`src/rtl/pf_pkg.sv`:
```
// Shared types, constants and helper functions for the Playfair cipher core.
// Used by the controller, datapath and top level; depends on nothing.
package pf_pkg;

  localparam int unsigned AlphaSize = 26;
  localparam int unsigned SqSide    = 5;
  localparam int unsigned SqCells   = SqSide * SqSide;

  typedef logic [4:0] pf_letter_t;
  typedef logic [4:0] pf_cell_t;
  typedef logic [2:0] pf_coord_t;

  localparam pf_letter_t LetterI    = 5'd8;
  localparam pf_letter_t LetterJ    = 5'd9;
  localparam pf_letter_t LetterX    = 5'd23;
  localparam pf_letter_t LetterLast = 5'(AlphaSize - 1);
  localparam logic [6:0] AsciiUpperA = 7'h41;

  typedef enum logic [2:0] {
    OP_NEW_KEY  = 3'd0,
    OP_KEY_BYTE = 3'd1,
    OP_END_KEY  = 3'd2,
    OP_MSG_BYTE = 3'd3,
    OP_END_MSG  = 3'd4
  } pf_op_e;

  typedef enum logic [1:0] {
    EMIT_HELD,
    EMIT_A,
    EMIT_B,
    EMIT_END
  } pf_emit_e;

  typedef enum logic [3:0] {
    ST_IDLE,
    ST_DISPATCH,
    ST_FILL,
    ST_MSG,
    ST_LOOKUP,
    ST_SQUARE,
    ST_EMIT_HELD,
    ST_EMIT_A,
    ST_EMIT_B,
    ST_EMIT_END
  } pf_state_e;

  typedef struct packed {
    logic     in_ready;
    logic     clr_square;
    logic     clr_msg;
    logic     place_key;
    logic     fill_start;
    logic     fill_step;
    logic     set_complete;
    logic     msg_step;
    logic     end_pair;
    logic     emit;
    pf_emit_e emit_sel;
    logic     set_held;
  } pf_cmd_t;

  typedef struct packed {
    logic       in_fire;
    logic [2:0] op;
    logic       is_letter;
    logic       complete;
    logic       encrypt;
    logic       pend_valid;
    logic       needs_pair;
    logic       held_valid;
    logic       walk_last;
    logic       out_free;
  } pf_sts_t;

  typedef struct packed {
    logic       is_letter;
    pf_letter_t letter;
  } pf_clean_t;

  // Case-folds an ASCII byte to a letter index and folds J onto I.
  function automatic pf_clean_t pf_clean(input logic [7:0] b);
    pf_clean_t r;
    r.is_letter = 1'b0;
    r.letter    = '0;
    if (b >= 8'h61 && b <= 8'h7a) begin
      r.is_letter = 1'b1;
      r.letter    = 5'(b - 8'h61);
    end else if (b >= 8'h41 && b <= 8'h5a) begin
      r.is_letter = 1'b1;
      r.letter    = 5'(b - 8'h41);
    end
    if (r.letter == LetterJ) begin
      r.letter = LetterI;
    end
    return r;
  endfunction

  function automatic pf_coord_t pf_row(input pf_cell_t c);
    pf_coord_t r;
    r = '0;
    for (int i = 1; i < SqSide; i++) begin
      if (c >= 5'(i * SqSide)) begin
        r = 3'(i);
      end
    end
    return r;
  endfunction

  function automatic pf_cell_t pf_addr(input pf_coord_t r, input pf_coord_t k);
    return 5'(5'(r) * 5'(SqSide) + 5'(k));
  endfunction

  function automatic pf_coord_t pf_col(input pf_cell_t c);
    return 3'(c - pf_addr(pf_row(c), 3'd0));
  endfunction

  // Moves one place along a row or column with wrap-around.
  function automatic pf_coord_t pf_shift(input pf_coord_t x, input logic enc);
    pf_coord_t r;
    if (enc) begin
      r = (x == 3'(SqSide - 1)) ? 3'd0 : 3'(x + 3'd1);
    end else begin
      r = (x == 3'd0) ? 3'(SqSide - 1) : 3'(x - 3'd1);
    end
    return r;
  endfunction

endpackage

```
`src/rtl/pf_in_if.sv`:
```
// Input channel of the Playfair cipher core: opcode and byte with valid/ready.
// Standalone; no package needed.
interface pf_in_if;
  logic       valid;
  logic       ready;
  logic [2:0] opcode;
  logic [7:0] byte_in;

  modport source (output valid, output opcode, output byte_in, input ready);
  modport sink   (input valid, input opcode, input byte_in, output ready);
endinterface

```
`src/rtl/pf_out_if.sv`:
```
// Output channel of the Playfair cipher core: result letter and flags with valid/ready.
// Standalone; no package needed.
interface pf_out_if;
  logic       valid;
  logic       ready;
  logic [6:0] letter_out;
  logic       last_of_message;
  logic       no_letter;
  logic       odd_length_error;

  modport source (output valid, output letter_out, output last_of_message,
                  output no_letter, output odd_length_error, input ready);
  modport sink   (input valid, input letter_out, input last_of_message,
                  input no_letter, input odd_length_error, output ready);
endinterface

```
`src/rtl/pf_ctrl.sv`:
```
// Controller state machine of the Playfair cipher core.
// Depends on pf_pkg; drives the datapath through pf_cmd_t and reads pf_sts_t.
module pf_ctrl (
  input  logic             clk_i,
  input  logic             rst_ni,
  input  pf_pkg::pf_sts_t  sts_i,
  output pf_pkg::pf_cmd_t  cmd_o
);
  import pf_pkg::*;

  pf_state_e state_q, state_d;

  always_ff @(posedge clk_i or negedge rst_ni) begin
    if (!rst_ni) begin
      state_q <= ST_IDLE;
    end else begin
      state_q <= state_d;
    end
  end

  always_comb begin
    state_d = state_q;
    case (state_q)
      ST_IDLE: begin
        if (sts_i.in_fire) state_d = ST_DISPATCH;
      end
      ST_DISPATCH: begin
        case (sts_i.op)
          OP_NEW_KEY:  state_d = ST_IDLE;
          OP_KEY_BYTE: state_d = ST_IDLE;
          OP_END_KEY:  state_d = sts_i.complete ? ST_IDLE : ST_FILL;
          OP_MSG_BYTE: state_d = sts_i.complete ? ST_MSG : ST_FILL;
          OP_END_MSG: begin
            if (sts_i.complete && sts_i.encrypt && sts_i.pend_valid) begin
              state_d = ST_LOOKUP;
            end else begin
              state_d = ST_EMIT_END;
            end
          end
          default:     state_d = ST_IDLE;
        endcase
      end
      ST_FILL: begin
        if (sts_i.walk_last) begin
          state_d = (sts_i.op == OP_MSG_BYTE) ? ST_MSG : ST_IDLE;
        end
      end
      ST_MSG: begin
        state_d = (sts_i.is_letter && sts_i.needs_pair) ? ST_LOOKUP : ST_IDLE;
      end
      ST_LOOKUP: state_d = ST_SQUARE;
      ST_SQUARE: begin
        if (!sts_i.encrypt && sts_i.held_valid) begin
          state_d = ST_EMIT_HELD;
        end else begin
          state_d = ST_EMIT_A;
        end
      end
      ST_EMIT_HELD: begin
        if (sts_i.out_free) state_d = ST_EMIT_A;
      end
      ST_EMIT_A: begin
        if (sts_i.out_free) state_d = sts_i.encrypt ? ST_EMIT_B : ST_IDLE;
      end
      ST_EMIT_B: begin
        if (sts_i.out_free) state_d = ST_IDLE;
      end
      ST_EMIT_END: begin
        if (sts_i.out_free) state_d = ST_IDLE;
      end
      default: state_d = ST_IDLE;
    endcase
  end

  always_comb begin
    cmd_o = '0;
    cmd_o.emit_sel = EMIT_A;
    case (state_q)
      ST_IDLE: cmd_o.in_ready = 1'b1;
      ST_DISPATCH: begin
        case (sts_i.op)
          OP_NEW_KEY: begin
            cmd_o.clr_square = 1'b1;
            cmd_o.clr_msg    = 1'b1;
          end
          OP_KEY_BYTE: cmd_o.place_key  = !sts_i.complete;
          OP_END_KEY:  cmd_o.fill_start = !sts_i.complete;
          OP_MSG_BYTE: cmd_o.fill_start = !sts_i.complete;
          OP_END_MSG: begin
            cmd_o.end_pair = sts_i.complete && sts_i.encrypt && sts_i.pend_valid;
          end
          default: ;
        endcase
      end
      ST_FILL: begin
        cmd_o.fill_step    = 1'b1;
        cmd_o.set_complete = sts_i.walk_last;
      end
      ST_MSG: cmd_o.msg_step = sts_i.is_letter;
      ST_EMIT_HELD: begin
        cmd_o.emit     = sts_i.out_free;
        cmd_o.emit_sel = EMIT_HELD;
      end
      ST_EMIT_A: begin
        cmd_o.emit     = sts_i.out_free;
        cmd_o.emit_sel = EMIT_A;
        cmd_o.set_held = sts_i.out_free && !sts_i.encrypt;
      end
      ST_EMIT_B: begin
        cmd_o.emit     = sts_i.out_free;
        cmd_o.emit_sel = EMIT_B;
        cmd_o.clr_msg  = sts_i.out_free && (sts_i.op == OP_END_MSG);
      end
      ST_EMIT_END: begin
        cmd_o.emit     = sts_i.out_free;
        cmd_o.emit_sel = EMIT_END;
        cmd_o.clr_msg  = sts_i.out_free;
      end
      default: ;
    endcase
  end

endmodule

```
`src/rtl/pf_dp.sv`:
```
// Datapath of the Playfair cipher core: key square memories, message state,
// pair lookup and output register. Depends on pf_pkg, pf_in_if and pf_out_if.
module pf_dp (
  input  logic            clk_i,
  input  logic            rst_ni,
  input  logic            cfg_we_i,
  input  logic            cfg_wdata_i,
  pf_in_if.sink           in_i,
  pf_out_if.source        out_o,
  input  pf_pkg::pf_cmd_t cmd_i,
  output pf_pkg::pf_sts_t sts_o
);
  import pf_pkg::*;

  logic                 in_fire;
  pf_clean_t            clean_in;
  logic [2:0]           op_q;
  logic                 is_letter_q;
  pf_letter_t           letter_q;
  logic                 mode_q;
  logic [AlphaSize-1:0] used_q;
  pf_cell_t             fill_q;
  logic                 complete_q;
  pf_letter_t           walk_q;
  logic                 prev_valid_q, pend_valid_q, held_valid_q;
  pf_letter_t           prev_q, pend_q, held_q;
  pf_letter_t           pa_q, pb_q;
  pf_cell_t             ca_q, cb_q;
  pf_letter_t           oa_q, ob_q;
  logic                 out_valid_q;
  logic [6:0]           out_letter_q;
  logic                 out_last_q, out_nol_q, out_err_q;

  pf_cell_t             cell_mem [AlphaSize];
  pf_letter_t           square_mem [SqCells];

  pf_letter_t           place_l;
  logic                 place_ok, place_we;
  logic                 dup, needs_pair, pend_valid_d;
  pf_letter_t           pa_d, pb_d;
  pf_coord_t            ra, ka, rb, kb;
  pf_cell_t             addr_a, addr_b;
  logic                 out_free;
  pf_letter_t           emit_l;
  logic                 emit_last, emit_nol, emit_err;

  assign in_i.ready = cmd_i.in_ready;
  assign in_fire    = in_i.valid & in_i.ready;
  assign clean_in   = pf_clean(in_i.byte_in);

  always_comb begin
    if (cmd_i.fill_step) begin
      place_l  = walk_q;
      place_ok = (walk_q != LetterJ);
    end else begin
      place_l  = letter_q;
      place_ok = cmd_i.place_key & is_letter_q;
    end
    place_we = place_ok && !used_q[place_l] && (fill_q < 5'(SqCells));
  end

  assign dup        = prev_valid_q && (prev_q == letter_q);
  assign needs_pair = mode_q ? (pend_valid_q | dup) : pend_valid_q;

  always_comb begin
    if (cmd_i.end_pair) begin
      pa_d         = pend_q;
      pb_d         = LetterX;
      pend_valid_d = 1'b0;
    end else if (mode_q) begin
      pa_d         = pend_valid_q ? pend_q : LetterX;
      pb_d         = (dup && pend_valid_q) ? LetterX : letter_q;
      pend_valid_d = ~(dup ^ pend_valid_q);
    end else begin
      pa_d         = pend_q;
      pb_d         = letter_q;
      pend_valid_d = ~pend_valid_q;
    end
  end

  always_ff @(posedge clk_i or negedge rst_ni) begin
    if (!rst_ni) begin
      op_q         <= '0;
      mode_q       <= 1'b1;
      used_q       <= '0;
      fill_q       <= '0;
      complete_q   <= 1'b0;
      walk_q       <= '0;
      prev_valid_q <= 1'b0;
      pend_valid_q <= 1'b0;
      held_valid_q <= 1'b0;
      out_valid_q  <= 1'b0;
    end else begin
      if (in_fire) begin
        op_q <= in_i.opcode;
      end
      if (cfg_we_i) begin
        mode_q <= cfg_wdata_i;
      end
      if (cmd_i.clr_square) begin
        used_q     <= '0;
        fill_q     <= '0;
        complete_q <= 1'b0;
      end else begin
        if (place_we) begin
          used_q[place_l] <= 1'b1;
          fill_q          <= 5'(fill_q + 5'd1);
        end
        if (cmd_i.set_complete) begin
          complete_q <= 1'b1;
        end
      end
      if (cmd_i.fill_start) begin
        walk_q <= '0;
      end else if (cmd_i.fill_step) begin
        walk_q <= 5'(walk_q + 5'd1);
      end
      if (cfg_we_i || cmd_i.clr_msg) begin
        prev_valid_q <= 1'b0;
        pend_valid_q <= 1'b0;
        held_valid_q <= 1'b0;
      end else begin
        if (cmd_i.msg_step || cmd_i.end_pair) begin
          pend_valid_q <= pend_valid_d;
        end
        if (cmd_i.msg_step && mode_q) begin
          prev_valid_q <= 1'b1;
        end
        if (cmd_i.set_held) begin
          held_valid_q <= 1'b1;
        end
      end
      if (cmd_i.emit) begin
        out_valid_q <= 1'b1;
      end else if (out_o.ready) begin
        out_valid_q <= 1'b0;
      end
    end
  end

  always_ff @(posedge clk_i) begin
    if (in_fire) begin
      is_letter_q <= clean_in.is_letter;
      letter_q    <= clean_in.letter;
    end
    if (cmd_i.msg_step) begin
      pend_q <= letter_q;
      prev_q <= letter_q;
    end
    if (cmd_i.msg_step || cmd_i.end_pair) begin
      pa_q <= pa_d;
      pb_q <= pb_d;
    end
    if (cmd_i.set_held) begin
      held_q <= ob_q;
    end
    if (cmd_i.emit) begin
      out_letter_q <= emit_nol ? 7'd0 : 7'(AsciiUpperA + 7'(emit_l));
      out_last_q   <= emit_last;
      out_nol_q    <= emit_nol;
      out_err_q    <= emit_err;
    end
  end

  always_ff @(posedge clk_i) begin
    if (place_we) begin
      cell_mem[place_l] <= fill_q;
    end
    ca_q <= cell_mem[pa_q];
    cb_q <= cell_mem[pb_q];
  end

  always_comb begin
    ra = pf_row(ca_q);
    ka = pf_col(ca_q);
    rb = pf_row(cb_q);
    kb = pf_col(cb_q);
    if (ra == rb) begin
      addr_a = pf_addr(ra, pf_shift(ka, mode_q));
      addr_b = pf_addr(rb, pf_shift(kb, mode_q));
    end else if (ka == kb) begin
      addr_a = pf_addr(pf_shift(ra, mode_q), ka);
      addr_b = pf_addr(pf_shift(rb, mode_q), kb);
    end else begin
      addr_a = pf_addr(ra, kb);
      addr_b = pf_addr(rb, ka);
    end
  end

  always_ff @(posedge clk_i) begin
    if (place_we) begin
      square_mem[fill_q] <= place_l;
    end
    oa_q <= square_mem[addr_a];
    ob_q <= square_mem[addr_b];
  end

  always_comb begin
    emit_l    = '0;
    emit_last = 1'b0;
    emit_nol  = 1'b0;
    emit_err  = 1'b0;
    case (cmd_i.emit_sel)
      EMIT_HELD: emit_l = held_q;
      EMIT_A:    emit_l = oa_q;
      EMIT_B: begin
        emit_l    = ob_q;
        emit_last = (op_q == OP_END_MSG);
      end
      EMIT_END: begin
        emit_last = 1'b1;
        emit_nol  = 1'b1;
        if (complete_q && !mode_q) begin
          emit_err = pend_valid_q;
          if (held_valid_q && (held_q != LetterX)) begin
            emit_l   = held_q;
            emit_nol = 1'b0;
          end
        end
      end
      default: emit_nol = 1'b1;
    endcase
  end

  assign out_free               = ~out_valid_q | out_o.ready;
  assign out_o.valid            = out_valid_q;
  assign out_o.letter_out       = out_letter_q;
  assign out_o.last_of_message  = out_last_q;
  assign out_o.no_letter        = out_nol_q;
  assign out_o.odd_length_error = out_err_q;

  always_comb begin
    sts_o            = '0;
    sts_o.in_fire    = in_fire;
    sts_o.op         = op_q;
    sts_o.is_letter  = is_letter_q;
    sts_o.complete   = complete_q;
    sts_o.encrypt    = mode_q;
    sts_o.pend_valid = pend_valid_q;
    sts_o.needs_pair = needs_pair;
    sts_o.held_valid = held_valid_q;
    sts_o.walk_last  = (walk_q == LetterLast);
    sts_o.out_free   = out_free;
  end

endmodule

```
`src/rtl/playfair_digraph_cipher_core.sv`:
```
// Top level of the Playfair cipher core: joins the controller and the datapath.
// Depends on pf_pkg, pf_in_if, pf_out_if, pf_ctrl and pf_dp.
//
// The core takes one opcode-tagged byte per input beat and works on it alone
// until its results are loaded into the output register, so the next beat can
// be taken while the last result still waits. A key byte, or a message letter
// that only waits for its partner, is just stored; a letter that completes a
// pair passes the two registered lookups (letter to cell, then cell to letter)
// and gives one result per cycle through the output register unless the output
// stalls. In decrypt mode the letter held from the previous pair goes out first.
// End of key, or the first message byte after an unfinished key, adds a walk
// over all 26 letters of the alphabet to fill the square. The encrypt_mode
// register resets to encrypt; the user must write it only while the core is
// idle, as the core does not enforce this. Writing it drops any partial message.
module playfair_digraph_cipher_core (
  input  logic     clk_i,
  input  logic     rst_ni,
  input  logic     cfg_we_i,
  input  logic     cfg_wdata_i,
  pf_in_if.sink    in_i,
  pf_out_if.source out_o
);
  import pf_pkg::*;

  pf_cmd_t cmd;
  pf_sts_t sts;

  pf_ctrl u_ctrl (
    .clk_i  (clk_i),
    .rst_ni (rst_ni),
    .sts_i  (sts),
    .cmd_o  (cmd)
  );

  pf_dp u_dp (
    .clk_i       (clk_i),
    .rst_ni      (rst_ni),
    .cfg_we_i    (cfg_we_i),
    .cfg_wdata_i (cfg_wdata_i),
    .in_i        (in_i),
    .out_o       (out_o),
    .cmd_i       (cmd),
    .sts_o       (sts)
  );

endmodule
```
`src/flat_wrapper.sv`:
```
// flat-port wrapper written by rule: the top's interface ports become plain ports
module playfair_digraph_cipher_core_flat import pf_pkg::*;
  (clk_i, rst_ni, cfg_we_i, cfg_wdata_i, in_i_valid, in_i_opcode, in_i_byte_in, in_i_ready, out_o_valid, out_o_letter_out, out_o_last_of_message, out_o_no_letter, out_o_odd_length_error, out_o_ready);
  pf_in_if in_i_i ();
  pf_out_if out_o_i ();
  input  logic clk_i;
  input  logic rst_ni;
  input  logic cfg_we_i;
  input  logic cfg_wdata_i;
  input wire logic [$bits(in_i_i.valid)-1:0] in_i_valid;
  input wire logic [$bits(in_i_i.opcode)-1:0] in_i_opcode;
  input wire logic [$bits(in_i_i.byte_in)-1:0] in_i_byte_in;
  output wire logic [$bits(in_i_i.ready)-1:0] in_i_ready;
  output wire logic [$bits(out_o_i.valid)-1:0] out_o_valid;
  output wire logic [$bits(out_o_i.letter_out)-1:0] out_o_letter_out;
  output wire logic [$bits(out_o_i.last_of_message)-1:0] out_o_last_of_message;
  output wire logic [$bits(out_o_i.no_letter)-1:0] out_o_no_letter;
  output wire logic [$bits(out_o_i.odd_length_error)-1:0] out_o_odd_length_error;
  input wire logic [$bits(out_o_i.ready)-1:0] out_o_ready;
  assign in_i_i.valid = in_i_valid;
  assign in_i_i.opcode = in_i_opcode;
  assign in_i_i.byte_in = in_i_byte_in;
  assign in_i_ready = in_i_i.ready;
  assign out_o_valid = out_o_i.valid;
  assign out_o_letter_out = out_o_i.letter_out;
  assign out_o_last_of_message = out_o_i.last_of_message;
  assign out_o_no_letter = out_o_i.no_letter;
  assign out_o_odd_length_error = out_o_i.odd_length_error;
  assign out_o_i.ready = out_o_ready;
  playfair_digraph_cipher_core u_core (.clk_i(clk_i), .rst_ni(rst_ni), .cfg_we_i(cfg_we_i), .cfg_wdata_i(cfg_wdata_i), .in_i(in_i_i), .out_o(out_o_i));
endmodule
```
`config.mk`:
```
export PLATFORM = sky130hd
export DESIGN_NAME = playfair_digraph_cipher_core_flat
export DESIGN_NICKNAME = d
export VERILOG_FILES = /design/src/rtl/pf_pkg.sv /design/src/rtl/pf_in_if.sv /design/src/rtl/pf_out_if.sv /design/src/rtl/pf_ctrl.sv /design/src/rtl/pf_dp.sv /design/src/rtl/playfair_digraph_cipher_core.sv /design/src/flat_wrapper.sv
export SDC_FILE = /design/constraint.sdc
export NUM_CORES = 1
export LEC_CHECK = 0
export ABC_AREA = 1
export BUFFER_PORTS_ARGS = -buffer_cell sky130_fd_sc_hd__buf_2
export CORE_ASPECT_RATIO = 1.75
export CORE_MARGIN = 1.5
export CORE_UTILIZATION = 35
export DETAILED_ROUTE_END_ITERATION = 8
export PLACE_DENSITY_LB_ADDON = 0.05
export SYNTH_ARGS = -nofsm -noshare
export SYNTH_HDL_FRONTEND = slang
export SYNTH_SLANG_ARGS = --single-unit
```
`constraint.sdc`:
```
create_clock -name clk_i -period 5 [get_ports clk_i]
set_input_delay 1.5 -clock clk_i [delete_from_list [all_inputs] [get_ports clk_i]]
set_output_delay 1.5 -clock clk_i [all_outputs]
set_load 0.05 [all_outputs]
```
After elaboration in Yosys (flattened, before gate mapping)
Memory sizes are Yosys's and may differ from the RTL's. A register that Yosys moved wholly into a read port is not among the register bits.
Cells that the tools add are included.

operators by class
  add/sub/neg operators = 21
  $mul = 4
  order comparisons = 15
  equality and inequality tests = 32
  multiplexer cells = 98
  bitwise operators = 9
  reductions and logical operators = 39

operators with widths
  cell                                                                    number
  5-bit two-way mux                                                       17
  3-bit two-way mux                                                       25
  26-bit two-way mux                                                      2
  4-bit one-hot mux with 9 select lines                                   1
  1-bit two-way mux                                                       33
  5-bit by 3-bit adder with 5-bit output                                  6
  4-bit two-way mux                                                       7
  26-bit OR                                                               1
  5-bit by 4-bit >= comparator with 1-bit output (second input constant)  4
  3-bit by 3-bit multiplier with 5-bit output (second input constant)     4
  5-bit one-hot mux with 4 select lines                                   1
  4-bit by 3-bit equality test with 1-bit output (second input constant)  4
  8-bit by 7-bit >= comparator with 1-bit output (second input constant)  2
  8-bit by 7-bit <= comparator with 1-bit output (second input constant)  2
  1-bit logical AND                                                       16
  3-bit equality test (second input constant)                             5
  3-bit zero test                                                         5
  2-bit nonzero test                                                      7
  3-bit by 1-bit adder with 3-bit output (second input constant)          4
  3-bit one-hot mux with 4 select lines                                   1
  4-bit one-hot mux with 3 select lines                                   1
  3-bit by 1-bit subtractor with 3-bit output (second input constant)     4
  5-bit by 1-bit adder with 5-bit output (second input constant)          2
  5-bit by 3-bit >= comparator with 1-bit output (second input constant)  2
  other kinds (39)                                                        62

storage, ports and cells
  flip-flop bits (word level) = 85
  bits in writable memories = 255
  bits of input ports = 17
  output and inout bits = 12
  memories kept = 2

memory list
  memory                  depth  bits a word  read ports  clocked after Yosys merged registers in  write ports  RTL line     source
  u_core.u_dp.cell_mem    26     5            2           2                                        1            pf_dp.sv:34  pf_cell_t cell_mem [AlphaSize];
  u_core.u_dp.square_mem  25     5            2           2                                        1            pf_dp.sv:35  pf_letter_t square_mem [SqCells];

Depth between registers and ports, before layout
Gate-level depths: netlist of the first run.

  depth after elaboration = 14
  mapped depth = 33
  depth with buffers taken out = 32

By module
A second synthesis of the first run with hierarchy kept.

unflattened totals
  cell total of the unflattened synthesis = 2,309
  area, all modules = 20,228.2 sq um

modules (own cells, without submodules)
  module   times used  cells an instance  area each (sq um)  sequential area each (sq um)
  pf_dp    1           2,217              19,731.4           10,266.1
  pf_ctrl  1           92                 496.7              100.1

Least setup slack after synthesis of the first run
OpenSTA, ideal clock, no wires.

  kind = reg2reg
  start point = reg u_core.u_dp.cb_q[2], read port of u_core.u_dp.cell_mem
  end point = reg u_core.u_dp.ob_q[0], read port of u_core.u_dp.square_mem
  arrival = 3,862 ps
  slack = 1,025 ps
  stages on the path, launching flop included = 23
  period minus slack after synthesis = 3,975 ps
  cell sequence = dfxtp_1 nor2_1 nand2_1 nand2_2 nor2_1 inv_1 fa_1 inv_1 ha_1 inv_1 o21ai_0 o21ai_0 ha_1 a21o_1 a21oi_1 xor2_1 nand2_1 nand2_1 clkinv_1 nand3_1 nand2_1 nand2_1 nand2_1

on the way
  longest elaborated chain between the ends = 14
  elaborated cells between the ends (all ways) = 35
  classes of those cells = add/sub: 8; mul: 2; order compare: 4; eq/ne: 4; mux: 15; reduce/logical: 2

ends and longest elaborated chain
  what                                                                                     RTL line      source
  from (decl)                                                                              pf_dp.sv:28   pf_cell_t ca_q, cb_q;
  branches (longest 13 deep; another with 5-bit by 3-bit >= comparator with 1-bit output)  n/a
  5-bit two-way mux (*)                                                                    pf_dp.sv:178  if (ra == rb) begin
  to (decl)                                                                                pf_dp.sv:29   pf_letter_t oa_q, ob_q;

Mark *: on every way between the ends. The select of a mux whose other input is x is not followed.
A chain may end at the register's enable or synchronous reset.

Worst setup path after layout of the first run
  start point = reg u_core.u_dp.cb_q[2], read port of u_core.u_dp.cell_mem
  end point = reg u_core.u_dp.ob_q[4], read port of u_core.u_dp.square_mem

Same word-level chain as after synthesis.

==> impl.org, run 1 <==
** Clocking
- Clock Tree Root :: clkbuf_16
- Clock-pin transition on the worst setup and hold timing paths :: 70 ps
- The H-tree was split into 2 levels.
- TritonCTS built the clock tree.
- For this design, the sink count on the clock tree is 360.
- Buffer levels on the longest clock path :: 3
- Inserted Clock Buffers :: 38
- Clock latency on the worst-skew pair, taken at its later pin, is 560 ps.

** Global routing
- The first global-routing pass estimated 106000 um of wire.
- Global routing consumed, over all layers together, 24.6% of the routing resources.
- For this run the aggregate overflow at the end of global routing stands at 0.
- Via count of the first global-routing pass :: 16887
- Initial antenna violation count :: 0
- Pin count of the biggest net entering global routing :: 76

** Floorplanning
- In this run the core area contains 115 standard-cell rows.
- During I/O placement, the number of pins put on the boundary was 29.
- In this run the horizontal extent of the chip is 184 um.
- Effective utilization at floorplan :: 35.5%
- Core area :: 0.0564 mm^2
- The floorplan step set the die height to 320 um.
- Die Outline Area :: 0.0588 mm^2

** Hold path
- Startpoint of the lowest-slack hold path :: u_core.u_dp.used_q[0]
- Class of the tightest hold or removal check :: reg2reg

** Power
- Power spread over the standard cell area amounts to 569 mW/mm^2.
- Of the total power, the share spent switching nets is 45.5%.
- Worst IR Drop VDD :: 0.279 mV
- The internal portion of the total power is 6.87 mW.
- Net Sw Power :: 5.73 mW
- Part of the total power dissipated in the clock network :: 21.2%
- Leak Pwr :: 9.13 nW
- In this run, the combinational gates consume 47.9% of the power.
- Flop pwr share :: 30.9%

** STA
- Setup repair after global routing left no endpoint under its margin.
- The worst pin sits at a relative slew slack of 26.7%.
- Aggregate negative setup slack :: 0 ps
- Clock skew after layout :: 25.3 ps
- The final max-slew violation count was 0.
- Static timing analysis puts the maximum clock frequency at 0.215 GHz.
- Transition time of the tightest slew-check pin :: 1100 ps
- Setup violations remaining at the end of the flow were counted as 0.
- Ratio of final minimum period to clock period :: 92.9%
- The count of final hold-check violations is 0.
- In the post-route analysis, the smallest setup slack over all paths is 357 ps.
- The routed design could run at a clock period as short as 4640 ps.

** Setup path
- STA classifies the critical path endpoint as a register.
- In this run the worst path has a maximum fanout of 17.
- By instance count, the cell type seen most on the critical path is nand2_1.
- For this run, the slowest stage of the critical path takes 480 ps.
- Signal arrival time at the worst endpoint :: 5150 ps
- Data required time at the worst endpoint :: 5510 ps
- Beginning of the worst register-to-register path :: u_core.u_dp.cb_q[2]
- Critical setup path kind :: reg2reg
- Startpoint type of the worst setup path :: register
- Slowest cell on crit path :: fa_1
- In this run the worst setup path begins at u_core.u_dp.cb_q[2].

** Drt
- Detailed routing inserted a total of 16409 vias.
- Final antenna-violating net count :: 0
- For this run, design rule violations remaining after detail routing come to 0.
- Summed over all layers, the routed wires come to 71700 um.
- In the final routed layout, each cell accounts on average for 23.5 um.
- DRC violation total after the first TritonRoute iteration :: 1151
- DR pass1 iterations :: 5
- Vias per inst :: 5.37

** Placed design
- After detailed placement, the total cell area comes to 0.0210 mm^2.
- Summed over all nets, the half-perimeter wirelength after detailed placement is 51900 um.
- During placement, the flow inserted port buffers numbering 28.
- Global placer's final weighted congestion :: 0.942
- Post-Place Setup Slack :: -29.7 ps

** Synthesis
- Main area contributors after synthesis :: edfxtp_1, nand3_1, nand2_1
- Post-synth top area cell :: edfxtp_1
- Mean instance size in the synthesized netlist :: 8.86 um^2
- Count of mapped cells out of synthesis :: 2263
- Yosys printed 0 warnings.
- Post-synthesis instance area :: 0.0200 mm^2
- Counting every net in the synthesized netlist gives 2341.
- Post-synth top area share :: 43.6%
- Portion of the post-synthesis area used by sequential elements :: 51.7%
- Unique masters post-synth :: 57
- Proportion of register bits with asynchronous set or reset after synthesis :: 13.6%
- Top_reg_cell synth :: edfxtp_1
- In this run, synthesis inferred 291 flip-flops with an integrated enable.
- Register bit count reported by yosys :: 360

** Finish
- Number of nets in the layout :: 2352
- Area of all placed cells without fillers :: 0.0222 mm^2
- Relative to the synthesized area, the layout overhead comes to 10.5%.
- 0 antenna diodes ended up in the layout.
- Share of post-route cells with drive strength above 1 :: 9.05%

** Job
- The tool flagged a number of max-cap violations equal to 0.

** Outcome
- Result of the run :: finished clean
cells in the final DEF (no fill, tap or decap), types with 4 or more instances in the layout:
cell / netlist / routed
nand2_1: 341 / 341
dfrtp_1: 48 / 48
nand4_1: 11 / 11
clkbuf_1: 53 / 6
inv_2: 15 / 12
nand2_2: 26 / 24
dfxtp_1: 20 / 20
nand3_1: 371 / 371
xor2_1: 16 / 16
clkinvlp_4: 0 / 4
nor2_1: 187 / 187
fa_1: 8 / 7
o21ai_1: 7 / 9
clkbuf_16: 0 / 38
nand3_2: 5 / 5
a21oi_1: 78 / 78
nor3_1: 19 / 19
a32o_1: 5 / 5
clkinv_2: 1 / 10
clkinv_1: 8 / 12
nor2_2: 9 / 9
buf_4: 20 / 52
o21ai_0: 180 / 178
a31oi_1: 16 / 16
ha_1: 53 / 53
inv_1: 294 / 294
o211ai_1: 24 / 24
o221ai_1: 32 / 32
a32oi_1: 8 / 8
buf_2: 26 / 28
edfxtp_1: 291 / 291
o21bai_1: 5 / 5
xnor2_1: 8 / 8
nor4_1: 4 / 4
o21a_1: 7 / 7
o22ai_1: 18 / 18
path summary, 6_finish.rpt:
path / slack, ps / endpoint / depth (start not counted)
worst max-delay path: 360 / u_core.u_dp.ob_q[4] / 29
worst min-delay path: 500 / u_core.u_dp.used_q[0] / 1
worst max register to register: 360 / u_core.u_dp.ob_q[4] / 29
worst min register to register: 500 / u_core.u_dp.used_q[0] / 1
max in group asynchronous: 3340 / u_core.u_dp.used_q[15] / 2
min in group asynchronous: 830 / u_core.u_dp.pend_valid_q / 1
state kept, by name, indices dropped and copies added (netlist names), 3 cells and up:
signal	cells
u_core.u_dp.cell_mem	130
u_core.u_dp.square_mem	125
u_core.u_dp.used_q	26
u_core.u_dp.out_o.letter_out	7
u_core.u_dp.ca_q	5
u_core.u_dp.cb_q	5
u_core.u_dp.fill_q	5
u_core.u_dp.held_q	5
u_core.u_dp.letter_q	5
u_core.u_dp.oa_q	5
u_core.u_dp.ob_q	5
u_core.u_dp.pa_q	5
u_core.u_dp.pb_q	5
u_core.u_dp.pend_q	5
u_core.u_dp.walk_q	5
u_core.u_ctrl.state_q	4
u_core.u_dp.op_q	3
kinds of logic (layout without fill, tap and decap cells):
logic type      after synthesis  count (layout)  share of synthesized area, %
compound gates              402             402                          12.0
xor+xnor                     24              24                          1.05
fa+ha+maj                    61              61                          4.11
buf+inv                     432             467                          9.04
flops                       360             360                          51.7
simple gates                984             984                          22.1
cell type report:
type,count,area (um^2)
Timing Repair Buffer,85,617
Multi-Input combinational cell,1471,7890
Clock buffer,44,973
Tap cell,760,951
Clock inverter,20,138
Inverter,318,1210
Sequential cell,360,10400
Fill cell,5817,34300
what timing repair did:
item                                    in CTS  in global routing
resized for setup                            1                 17
hold buffers                                 0                  0
endpoints found under the hold margin        0                  0
endpoints found under the setup margin       5                 10
pin swaps                                    0                  1
buffers inserted                             0                  2
Yosys cell counts, types with 19 or more instances:
| cell type | count |
|---|---|
| nand2_1 | 341 |
| dfxtp_1 | 20 |
| buf_4 | 20 |
| o211ai_1 | 24 |
| nand3_1 | 371 |
| o21ai_0 | 180 |
| inv_1 | 294 |
| a21oi_1 | 78 |
| o221ai_1 | 32 |
| ha_1 | 53 |
| edfxtp_1 | 291 |
| nor2_1 | 187 |
| dfrtp_1 | 48 |
| clkbuf_1 | 53 |
| nand2_2 | 26 |
| buf_2 | 26 |
| nor3_1 | 19 |
critical path: cells and delay by family (launching register included):
kind                     cells  cell delay (ps)
AO/OA/AOI/OAI                2              240
XOR/XNOR                     1              170
adder cells (fa/ha/maj)      4             1220
buffers and inverters        6              770
flip-flops                   1              350
AND/OR/NAND/NOR             16             1790
metal layers:
layer	global-route usage, %	share of wire (%)	up-vias	wire length [um]
met5	0	0	-	0
met4	13.9	5.9	0	4260
met3	2.41	3.2	167	2290
met2	48.4	56	461	40100
met1	24.7	35	8005	25100
li1	-	-	7776	-
power groups by stage:
stage / logic, mW / clock network (mW) / registers, mW
2_1_floorplan: 3.94 / 0 / 3.93
3_3_place_gp: 5.93 / 0 / 3.96
3_5_place_dp: 5.92 / 0 / 3.96
4_1_cts: 5.93 / 2.74 / 3.90
5_1_grt: 6.58 / 2.84 / 3.91
6_report: 6.04 / 2.67 / 3.89
per-stage QoR:
step,util (%),hold slack (ps),cells,power (mW)
after floorplan,-,409,2263,7.86
after global placement,37.2,478,2992,9.89
after detailed placement,37.2,484,2992,9.88
after CTS,39.2,498,3056,12.6
after global routing,39.3,510,3058,13.3
final,39.3,498,3058,12.6
(Power assumes the default switching activity.)
==> run 2: changes to the inputs <==
--- a/config.mk
+++ b/config.mk
@@ -11,7 +11,7 @@
 export CORE_MARGIN = 1.5
 export CORE_UTILIZATION = 35
 export DETAILED_ROUTE_END_ITERATION = 8
-export PLACE_DENSITY_LB_ADDON = 0.05
+export PLACE_DENSITY = 0.56
 export SYNTH_ARGS = -nofsm -noshare
 export SYNTH_HDL_FRONTEND = slang
 export SYNTH_SLANG_ARGS = --single-unit
==> run 2 against run 1 <==
Compared with the run above:
- sequential share of layout area increased by 0.085 points
- sequential power barely moved
- setup slack lost 95 ps
- clock power grew 1%
- maximum frequency fell by 2.0%
- die area is the same
- highest routed layer unchanged
- via count rose by 0.54%
- critical path depth is 2 lower
- largest power group unchanged
==> impl.org, run 2 (same netlist as run 1, synthesis figures left out) <==
** Global routing
- Initial antenna violation count :: 1
- Global routing consumed, over all layers together, 22.9% of the routing resources.
- Total congestion overflow :: 0
- Via count of the first global-routing pass :: 16603
- Pin count of the biggest net entering global routing :: 74
- The first global-routing pass estimated 100000 um of wire.

** Placed design
- Global placer's final weighted congestion :: 1.01
- Number of buffers inserted by port buffering :: 28
- After legalization and detailed placement, the total HPWL measured 49100 um.
- Post-Place Setup Slack :: 299 ps

** Clocking
- The tree is rooted in a clkbuf_16.
- Buffer levels on the longest clock path :: 3
- Inserted Clock Buffers :: 36
- The number of gates resized after CTS was 0.
- In this run the number of H-tree levels came out at 2.
- The later pin in the worst-skew pair is clocked with a latency of 570 ps.
- Clock tree synthesis found a total of 360 sinks.
- The number of hold buffers added after CTS was 0.
- Clock tree from TritonCTS :: built
- Clock-pin transition on the worst setup and hold timing paths :: 70 ps
- Post-CTS timing repair inserted 0 buffers for setup.

** Setup path
- Worst-path fanout max :: 30
- Signal arrival time at the worst endpoint :: 5240 ps
- Data required time at the worst endpoint :: 5500 ps
- Critical setup path kind :: reg2reg
- Critical path capture point type :: register
- STA classifies the critical path startpoint as a register.

** Finish
- Share of post-route cells with drive strength above 1 :: 8.84%
- Top register by number of flip-flops :: u_core.u_dp.cell_mem
- The library cell used most frequently in the layout, excluding fill and tap cells, is nand3_1.
- Finished Core Util :: 39.2%
- The register with the most flip-flops in the layout has 130 of them.
- Leading cell types in the layout, fill and taps excluded :: nand3_1, nand2_1, inv_1
- Largest registers :: u_core.u_dp.cell_mem (130), u_core.u_dp.square_mem (125), u_core.u_dp.used_q (26)
- After the last flow step, the layout net total stands at 2347.
- Area Growth Syn to Fin :: 10.3%

** STA
- In the final timing run, aggregate negative setup slack is 0 ps.
- Pins over their slew limit :: 0
- The clock arrives with 29.5 ps of skew.
- Setup repair after global routing could not meet its margin everywhere.
- Based on the critical path, the design can be clocked at up to 0.211 GHz.
- Ratio of final minimum period to clock period :: 94.8%
- Final count of hold timing violations :: 0
- Post-route setup slack :: 262 ps
- In this run the tightest slew margin relative to its limit is 26.7%.
- Number of failing setup endpoints in the final timing report :: 0
- For the pin with the worst max-slew slack, the measured transition is 1100 ps.
- Min Clock Period, post-route :: 4740 ps

** Outcome
- Result of the run :: finished clean

** Drt
- Dividing the detail-routed wire length by the instance count gives 21.8 um.
- DRC violation total after the first TritonRoute iteration :: 1549
- Final antenna-violating net count :: 0
- Dividing the detail-routed via count by the number of cells gives 5.39.
- The detailed router put a total of 22500 um of wire on met1.
- Routed Wire Length :: 66800 um
- Signal routing reaches up to met4.
- DR pass1 iterations :: 8
- For this run, design rule violations remaining after detail routing come to 0.
- Total number of vias :: 16497
- Summed over all nets, wire length on met3 after detailed routing comes to 2880 um.
- WL met2 :: 35800 um

** Power
- Total power divided by cell area :: 564 mW/mm^2
- Worst IR Drop VDD :: 0.387 mV
- In this run the static leakage power is 9.12 nW.

** Job
- Max_cap viols :: 0

** Floorplanning
- The total area inside the core boundary comes to 0.0564 mm^2.
- Chip width :: 184 um
- After floorplanning, the core was divided into 115 placement rows.
- The die covers 0.0588 mm^2.
- The die is 320 um tall.
- 29 I/O pins were placed.
- Effective utilization at floorplan :: 35.5%

** Hold path
- The min-delay analysis places its worst path in the category reg2reg.
run 2: cell types whose count changed in the layout (fill, tap and decap cells not counted), sizes merged:
cell / previous run / this run
buf: 85 / 82
bufinv: 1 / 2
clkbuf: 44 / 48
clkinv: 23 / 20
clkinvlp: 4 / 0
diode: 0 / 1
inv: 310 / 314
run 2: final timing paths:
kind | from | to | slack [ps] | cells after the start
max in group asynchronous | rst_ni | u_core.u_ctrl.state_q[2] | 3350 | 2
min | u_core.u_dp.used_q[0] | u_core.u_dp.used_q[0] | 490 | 1
max | u_core.u_dp.cb_q[2] | u_core.u_dp.ob_q[1] | 260 | 27
max reg2reg | u_core.u_dp.cb_q[2] | u_core.u_dp.ob_q[1] | 260 | 27
min reg2reg | u_core.u_dp.used_q[0] | u_core.u_dp.used_q[0] | 490 | 1
min in group asynchronous | rst_ni | u_core.u_dp.fill_q[0] | 770 | 1
run 2: area by class of cell:
cell class                      instances  area, um^2
Antenna cell                            1        2.50
Fill cell                            5687       34300
Clock inverter                         18         181
Timing Repair Buffer                   82         562
Inverter                              318        1200
Clock buffer                           48         966
Tap cell                              760         951
Multi-Input combinational cell       1471        7880
Sequential cell                       360       10400
run 2: per-layer routing:
metal	vias up	global-route usage [%]
met5	-	0
li1	7769	-
met1	7900	22.4
met3	203	2.81
met4	0	17.6
met2	625	43.0
run 2: worst max-delay path, cell delays in order (launching register included):
cell and delay [ps]:
dfxtp_1 350, nor2_1 110, nand2_1 70, nand2_2 110
nand2_2 90, nand2_4 100, nand2_4 70, inv_1 140
ha_1 170, inv_1 50, fa_1 370, xor2_1 190
nand3b_1 140, nand2_2 150, o21ai_0 340, a21oi_1 140
ha_1 220, fa_1 430, inv_1 60, nand2_1 70
nand2_2 100, buf_4 370, nand3_1 130, nand3_1 310
nand3_1 140, nand2_1 90, nand2_1 50, nand2_1 70
run 2: report_power, final:
part | internal, mW | switching [mW] | total (mW)
clock network | 1.49 | 1.22 | 2.71
logic | 1.66 | 4.22 | 5.88
registers | 3.69 | 0.198 | 3.89
total | 6.84 | 5.64 | 12.5
run 2: stage by stage:
step                      total power [mW]  cells  hold slack (ps)  area, um^2
final                                 12.5   3058              493       22100
after global routing                  13.2   3058              502       22100
after CTS                             12.5   3057              496       22100
after detailed placement              9.74   2991              481       20900
after global placement                9.71   2991              474       20900
after floorplan                       7.86   2263              409       20000
==> run 3: changes to the inputs <==
--- a/config.mk
+++ b/config.mk
@@ -7,7 +7,7 @@
 export LEC_CHECK = 0
 export ABC_AREA = 1
 export BUFFER_PORTS_ARGS = -buffer_cell sky130_fd_sc_hd__buf_2
-export CORE_ASPECT_RATIO = 1.75
+export CORE_ASPECT_RATIO = 0.9
 export CORE_MARGIN = 1.5
 export CORE_UTILIZATION = 35
 export DETAILED_ROUTE_END_ITERATION = 8
==> run 3 against run 2 <==
Compared with the run above:
- setup slack improved by 92 ps
- routed wire length decreased by 5.1%
- cell count up 0.26%
- first-iteration DRC count is 40% higher
- die area about the same
- clock power increased by 7%
- clock skew is 7.1 ps lower
- sequential share of layout area decreased by 0.23 points
- cell area up 0.50%
- sequential power hardly changed
- worst hold slack got worse by 3.1 ps
==> impl.org, run 3 (same netlist as run 1, synthesis figures left out) <==
** STA
- Aggregate negative setup slack :: 0 ps
- On the final layout, the worst clock skew is 22.4 ps.
- Of the available clock period, the critical path in the final layout requires 92.9%.
- The final max-slew violation count was 0.
- For the pin with the worst max-slew slack, the measured transition is 1090 ps.
- Based on the critical path, the design can be clocked at up to 0.215 GHz.
- Setup repair after global routing left no endpoint under its margin.
- Measured against its own limit, the worst slew margin works out to 26.4%.
- Number of failing setup endpoints in the final timing report :: 0
- Min Clock Period, post-route :: 4650 ps
- The count of final hold-check violations was 0.

** Finish
- The library cell used most frequently in the layout, excluding fill and tap cells, is nand3_1.
- Of the cells placed in the final design, the portion with a size suffix greater than 1 is 8.91%.
- The count of cells in the finished layout, fillers not included, comes to 3066.
- Area of the multi-input gates :: 0.00788 mm^2
- Area Growth Syn to Fin :: 10.8%
- The largest registers in the layout are u_core.u_dp.cell_mem (130), u_core.u_dp.square_mem (125), u_core.u_dp.used_q (26).
- The register with the most flip-flops in the layout has 130 of them.
- Summing all flip-flop and latch instances after layout gives 0.0104 mm^2.
- u_core.u_dp.cell_mem holds more flip-flops than any other register.
- For this run, the post-layout net count is 2346.
- Area of all placed cells without fillers :: 0.0222 mm^2
- The top cell types in the final layout, fill and taps aside, are nand3_1, nand2_1, inv_1.
- After filler insertion, the fill cell instance count of the layout stands at 5633.

** Drt
- Vias per inst :: 5.49
- After detailed routing, the total wire length is 63400 um.
- Residual DRC :: 0
- Total number of vias :: 16845
- Final antenna-violating net count :: 0
- Average wire length per cell after detail routing :: 20.7 um
- DRC violation total after the first TritonRoute iteration :: 2175
- DR pass1 iterations :: 6

** Setup path
- In this design, the stage delay of the slowest critical-path cell is 630 ps.
- Across all register-to-register paths, the minimum setup slack is 350 ps.
- The number of cells on the worst reg-to-reg path is 27.
- Beginning of the worst register-to-register path :: u_core.u_dp.ca_q[1]
- In this run the worst path has a maximum fanout of 30.
- Critical path launch point :: u_core.u_dp.ca_q[1]
- The worst setup path is launched from a register.
- Slowest cell on crit path :: fa_2
- Critical setup path kind :: reg2reg
- The endpoint identified for the worst register-to-register timing path is u_core.u_dp.oa_q[0].
- Data required time at the worst endpoint :: 5520 ps
- Signal arrival time at the worst endpoint :: 5160 ps
- The worst setup path is captured at a register.
- By instance count, the cell type seen most on the critical path is nand2_1.

** Global routing
- In the global route stage, overall resource usage came out at 21.8%.
- Total congestion overflow :: 0
- Initial antenna violation count :: 2
- Entering global routing, the biggest net connects 88 pins.
- First-pass GRT wire length :: 98000 um
- The number of global-route vias before repair was 16089.

** Placed design
- Buffers placed on the I/O ports in this run total 28.
- The placed instances occupy a cell area of 0.0209 mm^2.
- Detailed placement ended at an HPWL of 43900 um.
- Post-placement cell count :: 2991
- Global placer's final weighted congestion :: 0.936

** Floorplanning
- Once the floorplan was initialized, standard cells occupied 35.3% of the core.
- The floorplan step defined a die boundary enclosing 0.0587 mm^2.
- Row generation in the floorplan step produced 83 rows.
- Chip width :: 255 um
- Core area :: 0.0568 mm^2
- Height of the die :: 230 um
- During I/O placement, the number of pins put on the boundary was 29.

** Clocking
- CTS placed an instance of clkbuf_16 at the clock tree root.
- Counting along the longest clock path gives a buffer depth of 3.
- Clock tree from TritonCTS :: built
- The H-tree was split into 2 levels.
- The number of clock buffers added by TritonCTS is 40.
- Hold buffers post-CTS :: 0
- For the worst-skew pair, the clock arrives at the later sink with an insertion delay of 570 ps.
- Number of clock sinks seen by CTS :: 360
- Clock-pin transition on the worst setup and hold timing paths :: 60 ps

** Hold path
- Class of the tightest hold or removal check :: reg2reg
- The path with the worst hold slack has its endpoint at u_core.u_dp.held_q[4].
- Hold depth :: 0
- Startpoint of the lowest-slack hold path :: u_core.u_dp.ob_q[4]

** Power
- Leak Pwr :: 9.15 nW
- Worst IR Drop VDD :: 0.479 mV
- For this design the ratio of total power to cell area is 571 mW/mm^2.

** Job
- Max_cap viols :: 0

** Outcome
- Result of the run :: finished clean
run 3: what timing repair did:
action,4_1_cts,5_1_grt
resized for setup,0,8
setup endpoints to repair,0,9
buffers inserted,0,0
run 3: report_power, final:
group / internal, mW / switching [mW]
clock network: 1.64 / 1.27
logic: 1.71 / 4.19
registers: 3.69 / 0.173
run 3: per-layer routing:
layer	global-route usage, %	share of wire (%)
met1	32.0	45
met2	32.6	44
met3	3.61	8.3
met4	6.58	2.9
met5	0	0
run 3: how the worst max path moves through the flow:
stage	end	slack, ps	cells after the start
final	u_core.u_dp.oa_q[0]	350	27
after floorplan	u_core.u_dp.ob_q[0]	1030	22
after global routing	u_core.u_dp.ob_q[3]	3	27
after CTS	u_core.u_dp.oa_q[0]	250	27
after global placement	u_core.u_dp.oa_q[4]	350	31
after detailed placement	u_core.u_dp.oa_q[4]	310	31
run 3: area by class of cell:
| class | count | area share [%] |
|---|---|---|
| sequential | 360 | 46.6 |
| multi-input combinational | 1471 | 35.4 |
| inverter | 318 | 5.40 |
| clock buffer | 56 | 5.05 |
| tap | 765 | 4.31 |
| timing repair buffer | 77 | 2.47 |
| clock inverter | 18 | 0.664 |
| antenna | 1 | 0.0113 |
run 3: per-stage QoR:
| stage | setup WS (ps) | utilization, % | hold WS (ps) | power [mW] |
|---|---|---|---|---|
| after floorplan | 1030 | - | 409 | 7.86 |
| after CTS | 254 | 39.1 | 482 | 12.6 |
| after global placement | 350 | 36.8 | 467 | 9.63 |
| after global routing | 3.23 | 39.1 | 485 | 13.4 |
| final | 354 | 39.1 | 490 | 12.7 |
| after detailed placement | 310 | 36.8 | 467 | 9.65 |
run 3: critical path, delay by kind of cell, from the launching register on:
family	cells	cell delay, ps
buffers and inverters	5	620
flip-flops	1	420
adder cells (fa/ha/maj)	6	1870
AO/OA/AOI/OAI	1	120
AND/OR/NAND/NOR	15	1520
